`src/hdl/qcor_pkg.sv`:
```
// Package: shared types and constants for the quarter-circle outline rasterizer.
`default_nettype none
package qcor_pkg;

	localparam int COORD_W   = 16;
	localparam int RAD_W     = 7;
	localparam int MASK_W    = 4;
	localparam int COLOR_W   = 16;
	localparam int ERR_W     = 10;  // error and step terms, radius up to 127
	localparam int MAX_RESULTS = 48;
	localparam int CNT_W     = 6;

	// corner mask bits
	localparam logic [MASK_W-1:0] CORNER_UL = 4'h1;
	localparam logic [MASK_W-1:0] CORNER_UR = 4'h2;
	localparam logic [MASK_W-1:0] CORNER_LR = 4'h4;
	localparam logic [MASK_W-1:0] CORNER_LL = 4'h8;

	typedef enum logic {
		ST_IDLE,
		ST_RUN
	} qcor_state_t;

	typedef struct packed {
		logic load;
		logic step;
	} qcor_cmd_t;

	typedef struct packed {
		logic zero_radius;
		logic last;
	} qcor_status_t;

endpackage
`default_nettype wire

```
`src/hdl/qcor_ctrl.sv`:
```
// Controller: sequences one command from load through its iterations.
`default_nettype none
module qcor_ctrl (
	input  wire                   clk,
	input  wire                   arst_n,
	input  wire                   start,
	input  qcor_pkg::qcor_status_t status,
	output qcor_pkg::qcor_cmd_t   cmd,
	output logic                  busy
);
	import qcor_pkg::*;

	qcor_state_t state_q, state_d;

	always_ff @(posedge clk or negedge arst_n) begin
		if (!arst_n) begin
			state_q <= ST_IDLE;
		end else begin
			state_q <= state_d;
		end
	end

	always_comb begin
		state_d  = state_q;
		cmd.load = 1'b0;
		cmd.step = 1'b0;
		busy     = 1'b0;
		unique case (state_q)
			ST_IDLE: begin
				// zero radius: transaction taken, nothing to draw
				if (start && !status.zero_radius) begin
					cmd.load = 1'b1;
					state_d  = ST_RUN;
				end
			end
			ST_RUN: begin
				busy     = 1'b1;
				cmd.step = 1'b1;
				if (status.last) begin
					state_d = ST_IDLE;
				end
			end
			default: begin
				state_d = ST_IDLE;
			end
		endcase
	end

endmodule
`default_nettype wire

```
`src/hdl/qcor_dp.sv`:
```
// Datapath: midpoint recurrence registers and registered result outputs.
`default_nettype none
module qcor_dp #(
	parameter int MAX_RADIUS = 64
) (
	input  wire                                clk,
	input  wire                                arst_n,
	input  qcor_pkg::qcor_cmd_t                cmd,
	output qcor_pkg::qcor_status_t             status,
	input  wire signed [qcor_pkg::COORD_W-1:0] center_x,
	input  wire signed [qcor_pkg::COORD_W-1:0] center_y,
	input  wire        [qcor_pkg::RAD_W-1:0]   radius,
	input  wire        [qcor_pkg::MASK_W-1:0]  corner_mask,
	input  wire        [qcor_pkg::COLOR_W-1:0] color,
	output logic                               result_strobe,
	output logic signed [qcor_pkg::COORD_W-1:0] cx_plus_x,
	output logic signed [qcor_pkg::COORD_W-1:0] cx_minus_x,
	output logic signed [qcor_pkg::COORD_W-1:0] cx_plus_y,
	output logic signed [qcor_pkg::COORD_W-1:0] cx_minus_y,
	output logic signed [qcor_pkg::COORD_W-1:0] cy_plus_x,
	output logic signed [qcor_pkg::COORD_W-1:0] cy_minus_x,
	output logic signed [qcor_pkg::COORD_W-1:0] cy_plus_y,
	output logic signed [qcor_pkg::COORD_W-1:0] cy_minus_y,
	output logic       [qcor_pkg::MASK_W-1:0]  corners_out,
	output logic       [qcor_pkg::COLOR_W-1:0] color_out,
	output logic                               last_step
);
	import qcor_pkg::*;

	localparam logic [RAD_W-1:0] RAD_LIMIT = RAD_W'(MAX_RADIUS);

	logic [RAD_W-1:0]   x_q, y_q, x_n, y_n, r_sat;
	logic [ERR_W-1:0]   f_q, fx_q, fy_q, f_n, fx_n, fy_n;
	logic [CNT_W-1:0]   n_q, n_n;
	logic [COORD_W-1:0] cx_q, cy_q, x_ext, y_ext;
	logic [MASK_W-1:0]  mask_q;
	logic [COLOR_W-1:0] color_q;
	logic               f_ge;
	logic               strobe_q;

	assign r_sat = (radius > RAD_LIMIT) ? RAD_LIMIT : radius;

	// one recurrence iteration
	always_comb begin
		f_ge = ~f_q[ERR_W-1];
		y_n  = f_ge ? y_q - RAD_W'(1) : y_q;
		fy_n = f_ge ? fy_q + ERR_W'(2) : fy_q;
		x_n  = x_q + RAD_W'(1);
		fx_n = fx_q + ERR_W'(2);
		f_n  = f_q + (f_ge ? fy_n : '0) + fx_n;
		n_n  = n_q + CNT_W'(1);
	end

	assign x_ext = COORD_W'(x_n);
	assign y_ext = COORD_W'(y_n);

	assign status.zero_radius = (radius == '0);
	assign status.last        = (x_n >= y_n) || (n_n == CNT_W'(MAX_RESULTS));

	always_ff @(posedge clk) begin
		if (cmd.load) begin
			x_q     <= '0;
			y_q     <= r_sat;
			f_q     <= ERR_W'(1) - ERR_W'(r_sat);
			fx_q    <= ERR_W'(1);
			fy_q    <= '0 - (ERR_W'(r_sat) << 1);
			n_q     <= '0;
			cx_q    <= center_x;
			cy_q    <= center_y;
			mask_q  <= corner_mask;
			color_q <= color;
		end else if (cmd.step) begin
			x_q  <= x_n;
			y_q  <= y_n;
			f_q  <= f_n;
			fx_q <= fx_n;
			fy_q <= fy_n;
			n_q  <= n_n;
		end
	end

	always_ff @(posedge clk) begin
		if (cmd.step) begin
			cx_plus_x   <= cx_q + x_ext;
			cx_minus_x  <= cx_q - x_ext;
			cx_plus_y   <= cx_q + y_ext;
			cx_minus_y  <= cx_q - y_ext;
			cy_plus_x   <= cy_q + x_ext;
			cy_minus_x  <= cy_q - x_ext;
			cy_plus_y   <= cy_q + y_ext;
			cy_minus_y  <= cy_q - y_ext;
			corners_out <= mask_q;
			color_out   <= color_q;
			last_step   <= status.last;
		end
	end

	always_ff @(posedge clk or negedge arst_n) begin
		if (!arst_n) begin
			strobe_q <= 1'b0;
		end else begin
			strobe_q <= cmd.step;
		end
	end

	assign result_strobe = strobe_q;

endmodule
`default_nettype wire

```
`src/hdl/quarter_circle_outline_raster.sv`:
```
// Top level: quarter-circle outline rasterizer, controller plus datapath.
//
//  channel   | handshake               | payload
//  ----------+-------------------------+------------------------------------------
//  command   | start, busy (in)        | center_x, center_y, radius, corner_mask,
//            | taken: start & !busy    | color
//  result    | result_strobe (out)     | cx/cy plus/minus x/y, corners_out,
//            | one cycle, no backpress | color_out, last_step
//
// Steps: a command with radius r > 0 is loaded, then runs N iterations,
//   N = number of midpoint steps while x < y (about r/sqrt(2), capped
//   at 48); radius 64 gives 46 steps. The shared recurrence unit in the
//   datapath does one step per cycle.
// Radius 0 is taken as a transaction with no results; busy stays low.
// Radius above MAX_RADIUS is clipped to MAX_RADIUS.
// Reset clears the controller and the result strobe; payload is not reset.
// The receiver cannot stall: each result shows for exactly one cycle, and a
//   new command is taken in the same cycle the last result of the prior one shows.
`default_nettype none
module quarter_circle_outline_raster #(
	parameter int MAX_RADIUS = 64
) (
	input  wire                                 clk,
	input  wire                                 arst_n,
	input  wire                                 start,
	output logic                                busy,
	input  wire signed [qcor_pkg::COORD_W-1:0]  center_x,
	input  wire signed [qcor_pkg::COORD_W-1:0]  center_y,
	input  wire        [qcor_pkg::RAD_W-1:0]    radius,
	input  wire        [qcor_pkg::MASK_W-1:0]   corner_mask,
	input  wire        [qcor_pkg::COLOR_W-1:0]  color,
	output logic                                result_strobe,
	output logic signed [qcor_pkg::COORD_W-1:0] cx_plus_x,
	output logic signed [qcor_pkg::COORD_W-1:0] cx_minus_x,
	output logic signed [qcor_pkg::COORD_W-1:0] cx_plus_y,
	output logic signed [qcor_pkg::COORD_W-1:0] cx_minus_y,
	output logic signed [qcor_pkg::COORD_W-1:0] cy_plus_x,
	output logic signed [qcor_pkg::COORD_W-1:0] cy_minus_x,
	output logic signed [qcor_pkg::COORD_W-1:0] cy_plus_y,
	output logic signed [qcor_pkg::COORD_W-1:0] cy_minus_y,
	output logic       [qcor_pkg::MASK_W-1:0]   corners_out,
	output logic       [qcor_pkg::COLOR_W-1:0]  color_out,
	output logic                                last_step
);
	import qcor_pkg::*;

	// command and status between controller and datapath
	qcor_cmd_t    cmd;
	qcor_status_t status;

	// controller: idle until a transaction with nonzero radius, then steps
	// once per cycle until the datapath flags the final iteration
	qcor_ctrl u_ctrl (
		.clk    (clk),
		.arst_n (arst_n),
		.start  (start),
		.status (status),
		.cmd    (cmd),
		.busy   (busy)
	);

	// datapath: captures the command, runs the error/step recurrence and
	// registers the eight mirrored coordinates per step
	qcor_dp #(
		.MAX_RADIUS (MAX_RADIUS)
	) u_dp (
		.clk           (clk),
		.arst_n        (arst_n),
		.cmd           (cmd),
		.status        (status),
		.center_x      (center_x),
		.center_y      (center_y),
		.radius        (radius),
		.corner_mask   (corner_mask),
		.color         (color),
		.result_strobe (result_strobe),
		.cx_plus_x     (cx_plus_x),
		.cx_minus_x    (cx_minus_x),
		.cx_plus_y     (cx_plus_y),
		.cx_minus_y    (cx_minus_y),
		.cy_plus_x     (cy_plus_x),
		.cy_minus_x    (cy_minus_x),
		.cy_plus_y     (cy_plus_y),
		.cy_minus_y    (cy_minus_y),
		.corners_out   (corners_out),
		.color_out     (color_out),
		.last_step     (last_step)
	);

endmodule
`default_nettype wire

```
`config.mk`:
```
export PLATFORM = sky130hd
export DESIGN_NAME = quarter_circle_outline_raster
export DESIGN_NICKNAME = d
export VERILOG_FILES = /design/src/hdl/qcor_pkg.sv /design/src/hdl/qcor_ctrl.sv /design/src/hdl/qcor_dp.sv /design/src/hdl/quarter_circle_outline_raster.sv
export SDC_FILE = /design/constraint.sdc
export NUM_CORES = 1
export LEC_CHECK = 0
export BUFFER_PORTS_ARGS = -buffer_cell sky130_fd_sc_hd__buf_2
export CORE_MARGIN = 2
export CORE_UTILIZATION = 45
export CTS_CLUSTER_SIZE = 14
export DETAILED_ROUTE_END_ITERATION = 8
export GPL_TIMING_DRIVEN = 0
export PLACE_DENSITY = 0.68
export RECOVER_POWER = 100
export SLEW_MARGIN = 5
export SYNTH_ARGS = -nofsm -noshare
export SYNTH_HDL_FRONTEND = slang
export SYNTH_SLANG_ARGS = --single-unit
```
`constraint.sdc`:
```
create_clock -name clk -period 13.1 [get_ports clk]
set_clock_uncertainty 0.15 [all_clocks]
set_input_delay 2.62 -clock clk [delete_from_list [all_inputs] [get_ports clk]]
set_output_delay 2.62 -clock clk [all_outputs]
set_load 0.02 [all_outputs]
```
==> run_results.csv, run 1 <==
group,metric,value,unit
cells_and_area,drive_above_1_share,0.08358,
logic_synthesis,syn_inst,1089,
drt,dr.pass1.iters,5,
sta,finalHoldViolations,0,
sta,whs,0.2639,ns
clock_tree,tritoncts,"done",
logic_synthesis,async_flop_share,0.008097,
floorplanning,rows,61,
clock_tree,worstSkewPairLatency,0.54,ns
critical_path,cp_slowest_stage_delay,1.96,ns
drt,via_per_inst,5.122,
logic_synthesis,syn-cell-area,12900,um^2
critical_path,worst-r2r-cell-count,6,
drt,vias,8867,
status,status,"complete, but fails checks",
critical_path,crit_type,"flop to flop",
min_path,hold_path.class,"flop to flop",
drt,drc,0,
drt,avgRoutedWirePerCell,17.23,um
clock_tree,post_cts_resize_count,0,
critical_path,end_kind,"flop",
grt,antenna_found_initial,0,
critical_path,cp-endpoint,"u_dp.cx_q[3]",
sta,setup-violations-final,0,
place,port_buffers,210,
power,total_leakage_power,0.005777,uW
critical_path,critPathRequiredTime,12.86,ns
grt,overflow,0,
place,dp_slack,8.219,ns
critical_path,cp_slowest_cell,"clkbuf_1",
critical_path,crit_buf_inv,5,
critical_path,crit_path_cell_trace,"clkbuf_1 -> inv_1 -> nand3_1 -> inv_1 -> clkbuf_1 -> clkbuf_1",
drt,ant_nets,0,
place,place_hpwl,22.21,mm
logic_synthesis,ys_ff_latch,247,
critical_path,startpoint,"u_ctrl.state_q",
logic_synthesis,yosysSeqAreaShare,0.5570,
floorplanning,core_area,28010,um^2
clock_tree,clockRootBuffer,"clkbuf_16",
power,powerDensity,287.1,nW/um^2
cells_and_area,final_common_cell,"edfxtp_1",
sta,tns,0,ns
cells_and_area,syn_to_final_growth,17.17,%
critical_path,r2r-start,"u_ctrl.state_q",
sta,setup_slack,5.894,ns
sta,worst_slew_pin_slew,2.733,ns
status,violations,"capacitance limit, slew limit",
sta,fin_crit_sh,0.5500,
critical_path,crit_cells,6,
drt,finalWirelength,29.83,mm
cells_and_area,fin_nets,1489,
clock_tree,clk_pin_slew,0.06,ns
logic_synthesis,synth.net_count,1247,
logic_synthesis,syn_avg_cell_area,11.85,um^2
job,drv_cap,4,
floorplanning,dieHeight,173.3,um
clock_tree,ctsHoldBuffers,0,
logic_synthesis,synth_cell_type_count,61,
floorplanning,die_x,173.3,um
sta,max_freq,138.8,MHz
critical_path,cp_top_family,"buffers and inverters",
sta,slew_viol_final,195,
clock_tree,cts_max_level,1,
critical_path,r2r_slack,5.89,ns
clock_tree,clockBufferDepth,3,
min_path,min_path_cells,0,
floorplanning,pin_count,213,
critical_path,crit_arrival,6.97,ns
cells_and_area,num-fill-cells,2484,
grt,grt_pass1_wl,46.55,mm
power,irDropWorstVdd,114.8,uV
sta,fin_crit,7.206,ns
grt,grt.total_usage,0.1947,
critical_path,crit_fanout,58,
clock_tree,cts_buffers,27,
drt,drt_iter0_markers,662,
logic_synthesis,synth_edf_count,223,
place,place.gp.congestion,0.8690,
critical_path,reg2reg_to,"u_dp.cx_q[3]",
logic_synthesis,synth_ff_type,"edfxtp_1",
grt,grt_max_degree,59,
floorplanning,start_util,0.4606,
critical_path,crit_top_cell,"clkbuf_1",
sta,rsz0062_at_grt,"false",
floorplanning,dieArea,30040,um^2
clock_tree,clock-sinks,247,
critical_path,startpoint_type,"flop",
cells_and_area,final_cell_mix,"edfxtp_1 (223), clkbuf_1 (200), xnor2_1 (93)",
sta,max-slew-margin-rel,-0.8221,
logic_synthesis,yosysWarnings,0,
grt,grt_pass1_vias,8706,
clock_tree,cts_setup_buffers,0,
metal layers:
metal | up-vias | part of all wire | track usage
met4 | 0 | 0.026 | 0.06179
li1 | 4335 | - | -
met5 | - | 0 | 0
met3 | 55 | 0.066 | 0.02785
met1 | 4172 | 0.42 | 0.2576
met2 | 305 | 0.48 | 0.3320
worst min path at each step:
stage	startpoint	endpoint	slack, ns
final	u_dp.color_q[14]	u_dp.color_out[14]	0.26
after global placement	u_dp.color_q[0]	u_dp.color_out[0]	0.25
after CTS	u_dp.color_q[14]	u_dp.color_out[14]	0.27
after detailed placement	u_dp.color_q[14]	u_dp.color_out[14]	0.26
after global routing	u_dp.color_q[12]	u_dp.color_out[12]	0.28
after floorplan	u_dp.color_q[0]	u_dp.color_out[0]	0.25
worst reg2reg max path: cells and delay by family (launching register included):
kind          cells  cell delay (ns)
buf+inv           5             4.26
flops             1             1.79
simple gates      1             0.37
through the flow:
stage                     power, uW  instance area [um^2]  cells  utilization
after floorplan                3013                 12900   1089            -
after global placement         3597                 14430   1677       0.5150
after detailed placement       3653                 14510   1680       0.5180
after CTS                      4416                 15390   1730       0.5494
after global routing           4656                 15120   1730       0.5396
final                          4341                 15120   1731       0.5397
kinds of logic (layout without fill, tap and decap cells):
group	count (synthesis)	in the layout	synth area share
fa+ha+maj	96	96	0.1030
other cells	0	1	0
compound gates	204	204	0.09610
mux	3	3	0.002424
simple gates	259	259	0.1010
buf+inv	136	399	0.04170
xor+xnor	144	144	0.09882
flops	247	247	0.5570
cell usage after synthesis (all sizes together), types with 3 or more instances:
master / number / area, um^2
edfxtp: 223 / 6696
xnor2: 93 / 814.5
inv: 87 / 326.6
ha: 79 / 988.5
nand2: 78 / 292.8
o21ai: 66 / 330.3
a21oi: 64 / 320.3
nor2: 57 / 214.0
xor2: 50 / 437.9
clkbuf: 35 / 131.4
nand3: 26 / 130.1
dfxtp: 22 / 440.4
fa: 17 / 340.3
a21o: 15 / 120.1
buf: 14 / 80.08
o21bai: 14 / 105.1
nor3: 13 / 75.07
nand2b: 12 / 75.07
nor4: 11 / 83.83
nor2b: 10 / 62.56
nand4: 8 / 50.05
or2: 8 / 50.05
or3: 8 / 50.05
o21a: 7 / 52.55
or4: 7 / 60.06
and3: 6 / 38.79
nand4b: 6 / 52.55
o211ai: 6 / 45.04
o31ai: 6 / 45.04
a211oi: 4 / 30.03
nand3b: 4 / 30.03
o311ai: 4 / 35.04
o31a: 3 / 26.28
o41ai: 3 / 26.28
layout make-up:
type                       instances  area, um^2  share of cell area
antenna                            1       2.502           0.0001655
buffer                            49       211.5             0.01399
clock buffer                      31       690.7             0.04568
clock inverter                    19       188.9             0.01250
inverter                          87       326.6             0.02160
multi-input combinational        706        5174              0.3422
sequential                       247        7187              0.4754
tap                              378       473.0             0.03128
timing repair buffer             213       864.6             0.05719
registers in the layout, indices dropped and copies added (netlist names), 9 cells and up:
| name | count |
|---|---|
| u_dp.color_out | 16 |
| u_dp.color_q | 16 |
| u_dp.cx_minus_x | 16 |
| u_dp.cx_minus_y | 16 |
| u_dp.cx_plus_x | 15 |
| u_dp.cx_plus_y | 15 |
| u_dp.cx_q | 16 |
| u_dp.cy_minus_x | 16 |
| u_dp.cy_minus_y | 16 |
| u_dp.cy_plus_x | 15 |
| u_dp.cy_plus_y | 15 |
| u_dp.cy_q | 16 |
| u_dp.f_q | 10 |
| u_dp.fx_q | 9 |
| u_dp.fy_q | 9 |
power breakdown:
| group | total [uW] | internal, uW | switching [uW] |
|---|---|---|---|
| Combinational | 2130 | 773 | 1360 |
| Sequential | 1460 | 1310 | 148 |
| Clock | 753 | 440 | 313 |
| Total | 4340 | 2520 | 1820 |
Power figures use the tool's default switching activity.
==> run 2: changes to the inputs <==
Clock period 13.1 ns to 7.18 ns, I/O delays scaled along.
==> run_results.csv, run 2 (same netlist as run 1, synthesis figures left out) <==
group,metric,value,unit
floorplanning,core_area,28010,um^2
floorplanning,die_x,173.3,um
floorplanning,dieArea,30040,um^2
clock_tree,cts_setup_buffers,0,
grt,grt_pass1_wl,46.55,mm
drt,finalWirelength,29.75,mm
floorplanning,rows,61,
sta,fin_crit_sh,0.6639,
critical_path,startpoint,"u_ctrl.state_q",
drt,avgRoutedWirePerCell,17.20,um
drt,ant_nets,0,
power,total_leakage_power,0.005797,uW
sta,worst_slew_pin_slew,2.726,ns
power,irDropWorstVdd,209.6,uV
sta,fin_crit,4.767,ns
critical_path,critPathRequiredTime,7.12,ns
power,p_total,7925,uW
drt,dr.pass1.iters,7,
critical_path,worst-r2r-cell-count,2,
cells_and_area,final_common_cell,"edfxtp_1",
power,powerDensity,522.9,nW/um^2
critical_path,cp_slowest_stage_delay,1.96,ns
floorplanning,dieHeight,173.3,um
sta,setup_slack,2.413,ns
grt,antenna_found_initial,0,
place,port_buffers,210,
cells_and_area,multiInputGateArea,5174,um^2
floorplanning,pin_count,213,
critical_path,crit_path_cell_trace,"buf_16 -> clkbuf_1",
critical_path,crit_fanout,58,
grt,grt_pass1_vias,8706,
critical_path,cp-endpoint,"u_dp.color_out[5]",
cells_and_area,fin_nets,1489,
critical_path,r2r-start,"u_ctrl.state_q",
sta,setup-violations-final,0,
min_path,hold_path.class,"flop to flop",
grt,met2_usage,0.3320,
clock_tree,clock-sinks,247,
critical_path,startpoint_type,"flop",
clock_tree,cts_max_level,1,
cells_and_area,drive_above_1_share,0.08506,
drt,via_per_inst,5.153,
clock_tree,post_cts_resize_count,0,
sta,slew_viol_final,109,
floorplanning,start_util,0.4606,
cells_and_area,utilization,0.5411,
place,dp_slack,2.716,ns
critical_path,r2r_slack,2.41,ns
clock_tree,worstSkewPairLatency,0.53,ns
critical_path,cp_slowest_cell,"clkbuf_1",
clock_tree,clockBufferDepth,3,
job,drv_cap,2,
critical_path,crit_type,"flop to flop",
clock_tree,cts_buffers,27,
grt,use_met3,0.02785,
min_path,min_path_cells,0,
clock_tree,clockRootBuffer,"clkbuf_16",
drt,vias,8914,
status,status,"complete, but fails checks",
drt,drc,1,
clock_tree,clk_pin_slew,0.06,ns
sta,finalHoldViolations,0,
grt,overflow,0,
place,place_hpwl,22.21,mm
grt,busiest_layer,"met2",
cells_and_area,seq_area,7187,um^2
clock_tree,tritoncts,"done",
cells_and_area,fin_area,15160,um^2
clock_tree,ctsHoldBuffers,0,
sta,whs,0.2622,ns
grt,grt.total_usage,0.1947,
status,violations,"DRC, capacitance limit, slew limit",
grt,grt_max_degree,59,
sta,max-slew-margin-rel,-0.8171,
sta,rsz0062_at_grt,"false",
cells_and_area,syn_to_final_growth,17.47,%
critical_path,end_kind,"flop",
cells_and_area,final_cell_mix,"edfxtp_1 (223), clkbuf_1 (198), xnor2_1 (93)",
drt,drt_iter0_markers,662,
place,dpl-instance-area,14510,um^2
place,place.gp.congestion,0.8690,
critical_path,crit_arrival,4.70,ns
cells_and_area,num-fill-cells,2478,
grt,use_met1,0.2576,
critical_path,reg2reg_to,"u_dp.color_out[5]",
cells_and_area,diodes,0,
sta,max_freq,209.8,MHz
[run 2: metrics by stage]
step	TNS [ns]	cells
6_report	0	1730
5_1_grt	0	1730
4_1_cts	0	1730
3_5_place_dp	0	1680
3_3_place_gp	-79.01	1677
2_1_floorplan	0	1089
[run 2: layout make-up]
type,count,area share
Inverter,87,0.02155
Multi-Input combinational cell,706,0.3414
Timing Repair Buffer,213,0.05969
Sequential cell,247,0.4742
Buffer,49,0.01395
Clock inverter,19,0.01247
Tap cell,378,0.03121
Clock buffer,31,0.04557
[run 2: report_power, final]
| part | total [uW] | switching [uW] | internal [uW] |
|---|---|---|---|
| combinational | 3900 | 2480 | 1420 |
| sequential | 2650 | 271 | 2380 |
| clock | 1370 | 568 | 802 |
| total | 7920 | 3320 | 4610 |
[run 2: critical path, delay by kind of cell, from the launching register on]
kind / cells / cell delay [ns]
buffers and inverters: 2 / 2.26
flip-flops: 1 / 1.85
[run 2: worst min-delay path by stage]
| stage | slack, ns | from | endpoint |
|---|---|---|---|
| 4_1_cts | 0.27 | u_dp.color_q[14] | u_dp.color_out[14] |
| 6_report | 0.26 | u_dp.color_q[14] | u_dp.color_out[14] |
| 5_1_grt | 0.28 | u_dp.color_q[12] | u_dp.color_out[12] |
| 3_5_place_dp | 0.26 | u_dp.color_q[14] | u_dp.color_out[14] |
| 2_1_floorplan | 0.25 | u_dp.color_q[0] | u_dp.color_out[0] |
| 3_3_place_gp | 0.25 | u_dp.color_q[0] | u_dp.color_out[0] |
[run 2: routing by layer]
| metal | up-vias | share of wire |
|---|---|---|
| met4 | 0 | 0.027 |
| li1 | 4333 | - |
| met3 | 55 | 0.064 |
| met1 | 4195 | 0.42 |
| met2 | 331 | 0.48 |
| met5 | - | 0 |
